--- config.mk ---
export PLATFORM = sky130hd
export DESIGN_NAME = vdit_cell
export DESIGN_NICKNAME = d
export VERILOG_FILES = /design/src/rtl/vdit_pkg.sv /design/src/rtl/vdit_cell.sv
export SDC_FILE = /design/constraint.sdc
export NUM_CORES = 1
export LEC_CHECK = 0
export ABC_AREA = 0
export BUFFER_PORTS_ARGS = -buffer_cell sky130_fd_sc_hd__clkbuf_2
export CORE_ASPECT_RATIO = 1.75
export CORE_MARGIN = 5
export CORE_UTILIZATION = 42
export CTS_CLUSTER_SIZE = 20
export DETAILED_ROUTE_END_ITERATION = 10
export PLACE_DENSITY_LB_ADDON = 0.1
export REMOVE_ABC_BUFFERS = 1
export SYNTH_ARGS = -nofsm -noshare
export SYNTH_HDL_FRONTEND = slang
export SYNTH_SLANG_ARGS = --single-unit
--- constraint.sdc ---
create_clock -name clock -period 4.8 [get_ports clock]
set_clock_uncertainty 0.1 [all_clocks]
set_input_delay 0.72 -clock clock [delete_from_list [all_inputs] [get_ports clock]]
set_output_delay 0.72 -clock clock [all_outputs]
set_load 0.01 [all_outputs]
--- src/rtl/vdit_pkg.sv ---
package vdit_pkg;

   localparam int MAX_VERTICES_DEFAULT = 256;
   localparam int WORDS_PER_VERTEX     = 8;

   typedef logic [31:0] word_type;
   typedef word_type [WORDS_PER_VERTEX-1:0] vertex_type;

   typedef enum logic [1:0] {
      ST_IDLE,
      ST_COMPARE,
      ST_RESOLVE
   } state_type;

   function automatic logic word_is_nan(input word_type w);
      return (w[30:23] == 8'hFF) && (w[22:0] != 23'd0);
   endfunction

   function automatic logic words_float_equal(input word_type a, input word_type b);
      logic res;
      if (word_is_nan(a) || word_is_nan(b)) begin
         res = 1'b0;
      end else if (a == b) begin
         res = 1'b1;
      end else begin
         res = ((a[30:0] | b[30:0]) == 31'd0);
      end
      return res;
   endfunction

   function automatic logic vertex_equal(input vertex_type a, input vertex_type b);
      logic res;
      res = 1'b1;
      for (int k = 0; k < WORDS_PER_VERTEX; k++) begin
         res = res & words_float_equal(a[k], b[k]);
      end
      return res;
   endfunction

endpackage

--- src/rtl/vdit_cell.sv ---
module vdit_cell (
   input  logic                 clock,
   input  logic                 write_en,
   input  logic                 compare_en,
   input  logic                 entry_valid,
   input  vdit_pkg::vertex_type key,
   output logic                 hit
);
   import vdit_pkg::*;

   vertex_type entry_ff;
   logic       hit_ff;
   logic       hit_in;

   assign hit_in = entry_valid && vertex_equal(entry_ff, key);

   always_ff @(posedge clock) begin
      if (write_en) begin
         entry_ff <= key;
      end
      if (compare_en) begin
         hit_ff <= hit_in;
      end
   end

   assign hit = hit_ff;

endmodule

# Yosys cells after proc, flatten, opt, wreduce, memory -nomap -nowiden
# Index checks and enable logic that the tools add are counted.
# classes
bitwise	15
mux	16
reduce_logical	49
eq_ne	24
# op_table
cell	n
nonzero test 23 bit	16
== test 32 bit	8
zero test 31 bit	8
bitwise OR 31 bit	8
== test 8 bit, second input constant	16
logical AND 1 bit	17
two-way mux 1 bit	16
logical OR 1 bit	8
AND 1 bit	7
# word_totals
elab_cells	113
out_inout_bits	1
inputBits	260
register_bits	257

# Longest topological paths before layout
# Gate-level depths: netlist of run 1.
# depth
word_depth	12
depth_mapped	8

# Worst setup path after synthesis of run 1
# Ideal clock, no wire load.
# synth_timing
kind	input to register
start	in key[224] (netlist name)
end	reg hit_ff (netlist: hit) (data pin)
path_buffers	0
path_stages	8
setup_time_ns	0.134
setup_slack_ns	2.540
t_arrival_ns	2.027
cell_sequence	inv_1 -> ha_1 -> nor4_2 -> nand4_1 -> nor3_1 -> a21oi_1 -> nor4_1 -> and4_1
# synth_via
elab_chain_len	6
# synth_lines
item	line_no	source
start: declaration	vdit_cell.sv:6	input vdit_pkg::vertex_type key,
bitwise OR 31 bit / nonzero test 23 bit (equally long branches)	vdit_pkg.sv:26, vdit_pkg.sv:16	
zero test 31 bit / logical AND 1 bit (equally long branches)	vdit_pkg.sv:26, vdit_pkg.sv:16	
two-way mux 1 bit / logical OR 1 bit (equally long branches)	vdit_pkg.sv:23, vdit_pkg.sv:21	
two-way mux 1 bit *	vdit_pkg.sv:21	if (word_is_nan(a) || word_is_nan(b)) begin
AND 1 bit *	vdit_pkg.sv:35	res = res & words_float_equal(a[k], b[k]);
logical AND 1 bit *	vdit_cell.sv:15	assign hit_in = entry_valid && vertex_equal(entry_ff, key);
net hit_in	vdit_cell.sv:13	logic hit_in;
end signal: assignment	vdit_cell.sv:22	hit_ff <= hit_in;
end: declaration	vdit_cell.sv:12	logic hit_ff;
# Mark *: on every way through the listed nets, which the timed path passes. The rest lies on a longest branch.
# A chain may end at the register's enable or synchronous reset.

# Final worst setup path of run 1
# layout_timing
start	reg entry_ff[209] (netlist name)
end	reg hit_ff (netlist: hit) (data pin)
# layout_via
elab_chain_len	7
# layout_lines
item	line_no	source
start: declaration	vdit_cell.sv:11	vertex_type entry_ff;
start signal: assignment	vdit_cell.sv:19	entry_ff <= key;
bitwise OR 31 bit / nonzero test 23 bit (equally long branches)	vdit_pkg.sv:26, vdit_pkg.sv:16	
zero test 31 bit / logical AND 1 bit (equally long branches)	vdit_pkg.sv:26, vdit_pkg.sv:16	
two-way mux 1 bit / logical OR 1 bit (equally long branches)	vdit_pkg.sv:23, vdit_pkg.sv:21	
two-way mux 1 bit *	vdit_pkg.sv:21	
AND 1 bit * (2 in a row)	vdit_pkg.sv:35	
logical AND 1 bit *	vdit_cell.sv:15	
net hit_in	vdit_cell.sv:13	
# Marked as above.

==> flow_summary.yaml, run 1 <==
outcome:
  run_status: "complete, no violations"
sta:
  relSlewSlack: 0.397
  timing.fmax_mhz: 382
  finalMaxSlewViolations: 0
  post-route-worst-setup-slack_ps: 2180
  totalNegativeSetupSlack_ps: 0
  min_period_over_period: 0.546
  report.final.setup_viol: 0
  finalCriticalPeriod_ps: 2620
  hold_violations: 0
  fin_hold_ws_ps: 277
  rsz0062_at_grt: "false"
  tightest_slew_ps: 904
critical_path:
  cp-end-kind: "register"
  r2r_slack_ps: 2180
  r2r_cells: 8
  cp_max_fo: 2
  cp-start-kind: "register"
  cp.required_ps: 5110
  r2r-end: "hit"
  r2r_start: "entry_ff[209]"
  crit_arrival_ps: 2930
  setup.worst_path.class: "register to register"
clocking:
  cts-root-buf: "clkbuf_16"
  post_cts_buffers: 0
  numCtsBuffers: 28
  clock-sinks: 257
  cts_tree: "done"
  postCtsHoldBufs: 0
  clk_pin_slew_ps: 60
  postCtsResizedCells: 0
  htreeDepth: 1
  clockBufferDepth: 3
  clk-insertion-delay-late_ps: 540
logic_synthesis:
  synth_area_mm2: 0.0150
  synth_top_cell_area_share: 0.514
  syn_area_per_cell_um2: 10.8
  ys_ff_latch: 257
  synth_area_leaders: "edfxtp_1 51%, ha_1 21%, inv_1 12%"
  yosys_warnings: 0
  synth_top_area_cell: "edfxtp_1"
  synth_cell_types: 18
  seq_area_frac_synth: 0.514
  synth_cells: 1393
floorplanning:
  rows: 91
  core-area_mm2: 0.0353
  design.die.area_mm2: 0.0398
  num_io_pins: 261
  initial_utilization: 0.425
  die_h_um: 260
  die_x_um: 153
cells_and_area:
  n_fill_cell: 3278
  layout_commonest_cell: "inv_1"
  drive_gt1_frac: 0.180
  design_area_mm2: 0.0179
  layout_common_cells: "496 x inv_1, 259 x clkbuf_2, 257 x edfxtp_1, 248 x ha_1, 148 x nor4_1"
  regArea_mm2: 0.00772
  final_nets: 2193
  areaGrowthSynthToFinish_pct: 19.2
  multi_input_area_mm2: 0.00543
route:
  drt_pre_antenna_iters: 5
  vias_per_cell: 5.03
  drtIter0Drc: 446
  wl_per_cell_um: 18.1
  drc: 0
  wl_um: 39400
  antenna_left: 0
  route.vias.total: 10900
place:
  port-buffer-count: 260
  pre_cts_ws_ps: 1550
  gp_congestion: 0.848
  placed_area_mm2: 0.0169
  dp_hpwl_um: 33000
grt:
  grt_pass1_vias: 11900
  gr-total-overflow: 0
  grt_usage: 0.194
  antenna_found_initial: 3
  grt_pass1_wl_um: 60400
  grt_max_degree: 107
pwr:
  powerDensity_mw_per_mm2: 318
  p_total_w: 0.00570
  power.leakage_nw: 8.86
  ir_drop_mv: 0.292
flow_run:
  maxCapViolCount: 0
min_path:
  hold_start: "compare_en"
  hold_end: "hit"
  hold_path_depth: 1
  hold_path.class: "input pin to register"
routing by layer:
layer | track usage | part of all wire | vias to the layer above
li1 | - | - | 5441
met1 | 0.184 | 0.34 | 5156
met2 | 0.402 | 0.57 | 265
met3 | 0.0431 | 0.060 | 61
met4 | 0.0597 | 0.029 | 2
met5 | 0 | 0.00033 | -
cells by family after synthesis:
family	synth area share
AND/OR/NAND/NOR	0.142
flip-flops	0.514
buffers and inverters	0.124
XOR/XNOR	0.00467
AO/OA/AOI/OAI	0.00842
adder cells (fa/ha/maj)	0.207
critical path, cell delays in order (launching register included):
cell	delay, ps
edfxtp_1	410
inv_1	80
ha_1	240
nor4_1	380
nand4_1	130
nor3_1	180
a21oi_1	130
nor4_1	560
and4_1	270
power breakdown:
part | internal [W] | leakage [nW] | switching [W]
Sequential | 0.00267 | 2.51 | 0.0000933
Combinational | 0.000279 | 5.88 | 0.000394
Clock | 0.00137 | 0.468 | 0.000889
layout make-up:
| class | count | share of cell area |
|---|---|---|
| Multi-Input combinational cell | 640 | 0.303 |
| Tap cell | 465 | 0.0325 |
| Sequential cell | 257 | 0.431 |
| Clock inverter | 16 | 0.0111 |
| Clock buffer | 36 | 0.0420 |
| Antenna cell | 2 | 0.000280 |
| Inverter | 496 | 0.104 |
| Timing Repair Buffer | 262 | 0.0755 |
how the worst max path moves through the flow:
stage                     cells past startpoint     startpoint  slack (ps)   to
after floorplan                               8       key[224]        2540  hit
after global placement                        9       key[209]        1540  hit
after detailed placement                      9       key[209]        1550  hit
after CTS                                     8  entry_ff[209]        2010  hit
after global routing                          8  entry_ff[209]        1920  hit
final                                         8  entry_ff[209]        2180  hit
registers in the layout, indices dropped and copies added, names as in the netlist:
name / flops
entry_ff: 256
hit: 1
cell usage after synthesis, drive strengths merged:
cell and instances:
nor3 35, nor2 16, edfxtp 257, o311ai 1
o21ai 14, nand4 115, xnor2 8, nand3 16
ha 248, o31ai 1, a21oi 8, nand2 24
and4 1, inv 496, nor4 153
through the flow:
step	instances	utilization
6_report	2174	0.507
3_3_place_gp	2120	0.480
2_1_floorplan	1393	-
4_1_cts	2172	0.507
5_1_grt	2173	0.507
3_5_place_dp	2120	0.480
(Power assumes the default switching activity.)
==> run 2: changes to the inputs <==
- clock period: 4.8 -> 2.6 ns (I/O delays scaled with it)
==> run 2 against run 1 <==
  * First-iteration DRC count rose by 14%
  * Worst setup slack got worse by 2100 ps
  * Via count rose by 11%
  * Core utilization rose by 7.9 points
  * Critical path type unchanged
  * Clock power rose by 77%
  * Sequential cell count did not move
==> flow_summary.yaml, run 2 (synthesis results as in run 1) <==
outcome:
  run_status: "complete, no violations"
cells_and_area:
  largest_reg_flops: 256
  top_register: "entry_ff"
  fin_util: 0.586
  layout_common_cells: "496 x inv_1, 257 x edfxtp_1, 257 x clkbuf_2, 256 x dlygate4sd3_1, 248 x ha_1"
  regArea_mm2: 0.00772
  multi_input_area_mm2: 0.00556
  fin_cells: 2446
  final_nets: 2466
  n_fill_cell: 2966
  drive_gt1_frac: 0.172
  layout_commonest_cell: "inv_1"
  areaGrowthSynthToFinish_pct: 37.8
route:
  wl_um: 43000
  drc: 0
  vias_per_cell: 4.96
  drtIter0Drc: 508
  route.vias.total: 12100
  antenna_left: 0
  drt_pre_antenna_iters: 7
  wl_per_cell_um: 17.6
floorplanning:
  rows: 91
  die_h_um: 260
  num_io_pins: 261
  initial_utilization: 0.425
  die_x_um: 153
  core-area_mm2: 0.0353
  design.die.area_mm2: 0.0398
sta:
  fin_hold_ws_ps: 80.5
  relSlewSlack: 0.547
  tightest_slew_ps: 669
  min_period_over_period: 0.974
  timing.fmax_mhz: 395
  finalCriticalPeriod_ps: 2530
  hold_violations: 0
  finalMaxSlewViolations: 0
  report.final.setup_viol: 0
flow_run:
  maxCapViolCount: 0
grt:
  antenna_found_initial: 3
  grt_max_degree: 73
  gr-total-overflow: 0
  grt_pass1_wl_um: 67600
  grt_usage: 0.213
  grt_pass1_vias: 13700
critical_path:
  cp-end-kind: "register"
  path_cells: "nor4_1 -> nand4_1 -> o21ai_0 -> buf_4 -> nand4_1 -> nor3_1 -> buf_4 -> and4_1"
  r2r_cells: 8
  r2r_slack_ps: 70
  cp_max_fo: 2
  r2r-end: "hit"
  worst_path_dominant_cell_family: "simple AND/OR/NAND/NOR gates"
  slowest_delay_ps: 480
  cp_slowest_cell: "nor4_1"
  crit_arrival_ps: 2840
  cp_num_buf_inv: 2
  cp-start-kind: "register"
  r2r_start: "entry_ff[54]"
  cp.required_ps: 2910
  setup.worst_path.class: "register to register"
pwr:
  ir_drop_mv: 0.548
  power.leakage_nw: 10.0
  powerDensity_mw_per_mm2: 520
min_path:
  hold_path_depth: 1
  hold_start: "key[214]"
  hold_path.class: "input pin to register"
  hold_end: "entry_ff[214]"
place:
  gp_congestion: 0.876
  port-buffer-count: 260
  dp.cells: 2137
  dp_hpwl_um: 33200
clocking:
  clock-sinks: 257
  htreeDepth: 1
  clockBufferDepth: 3
  clk-insertion-delay-late_ps: 570
  numCtsBuffers: 28
  cts_tree: "done"
  cts-root-buf: "clkbuf_16"
  clk_pin_slew_ps: 60
-- run 2: cell types whose count changed in the layout (fill, tap and decap cells not counted), sizes merged, moves of 2 or more --
cell and delta:
clkinv +2, buf +18, dlygate4sd3 +256, clkinvlp +2, bufinv -2, clkbuf -7
-- run 2: timing repair --
action / 4_1_cts / 5_1_grt
endpoints found under the setup margin: 1 / 1
endpoints found under the hold margin: 257 / 0
hold buffers: 257 / 0
setup buffers: 0 / 0
pin swaps: 0 / 7
gates resized for setup: 2 / 20
-- run 2: final cells by class --
| cell class | count | share of cell area |
|---|---|---|
| Sequential cell | 257 | 0.373 |
| Multi-Input combinational cell | 640 | 0.269 |
| Timing Repair Buffer | 535 | 0.196 |
| Inverter | 496 | 0.0900 |
| Clock buffer | 31 | 0.0344 |
| Tap cell | 465 | 0.0281 |
| Clock inverter | 19 | 0.00919 |
| Antenna cell | 3 | 0.000363 |
-- run 2: worst max-delay path by stage --
stage | from | endpoint | depth (start not counted)
finish | entry_ff[54] | hit | 8
global route | key[228] | hit | 10
CTS | key[154] | hit | 10
detailed placement | key[217] | hit | 10
global placement | key[217] | hit | 10
floorplan | key[224] | hit | 8
-- run 2: per-stage QoR --
| stage | setup slack (ps) | power (W) | TNS [ps] | instance area, um2 |
|---|---|---|---|---|
| 3_5_place_dp | -525 | 0.00649 | -525 | 17100 |
| 4_1_cts | 5.28 | 0.0108 | 0 | 20600 |
| 3_3_place_gp | -515 | 0.00647 | -515 | 17100 |
| 5_1_grt | -4.60 | 0.0113 | -4.60 | 20700 |
| 2_1_floorplan | 670 | 0.00574 | 0 | 15000 |
| 6_report | 67.0 | 0.0107 | 0 | 20700 |
-- run 2: power breakdown --
part,switching [W],internal (W),total [W]
clock network,0.00173,0.00227,0.00400
registers,0.000173,0.00494,0.00511
logic,0.000836,0.000800,0.00164
-- run 2: worst register-to-register path, cell delays in order, from the launching register on --
cell and delay, ps:
edfxtp_1 400, nor4_1 480, nand4_1 290, o21ai_0 270, buf_4 160, nand4_1 130, nor3_1 240, buf_4 130
and4_1 170
-- run 2: routing by layer --
metal  part of all wire  track usage  vias up
li1                   -            -     5998
met4              0.041       0.0907        0
met3              0.039       0.0308       96
met2               0.57        0.439      303
met5                  0            0        -
met1               0.35        0.206     5743
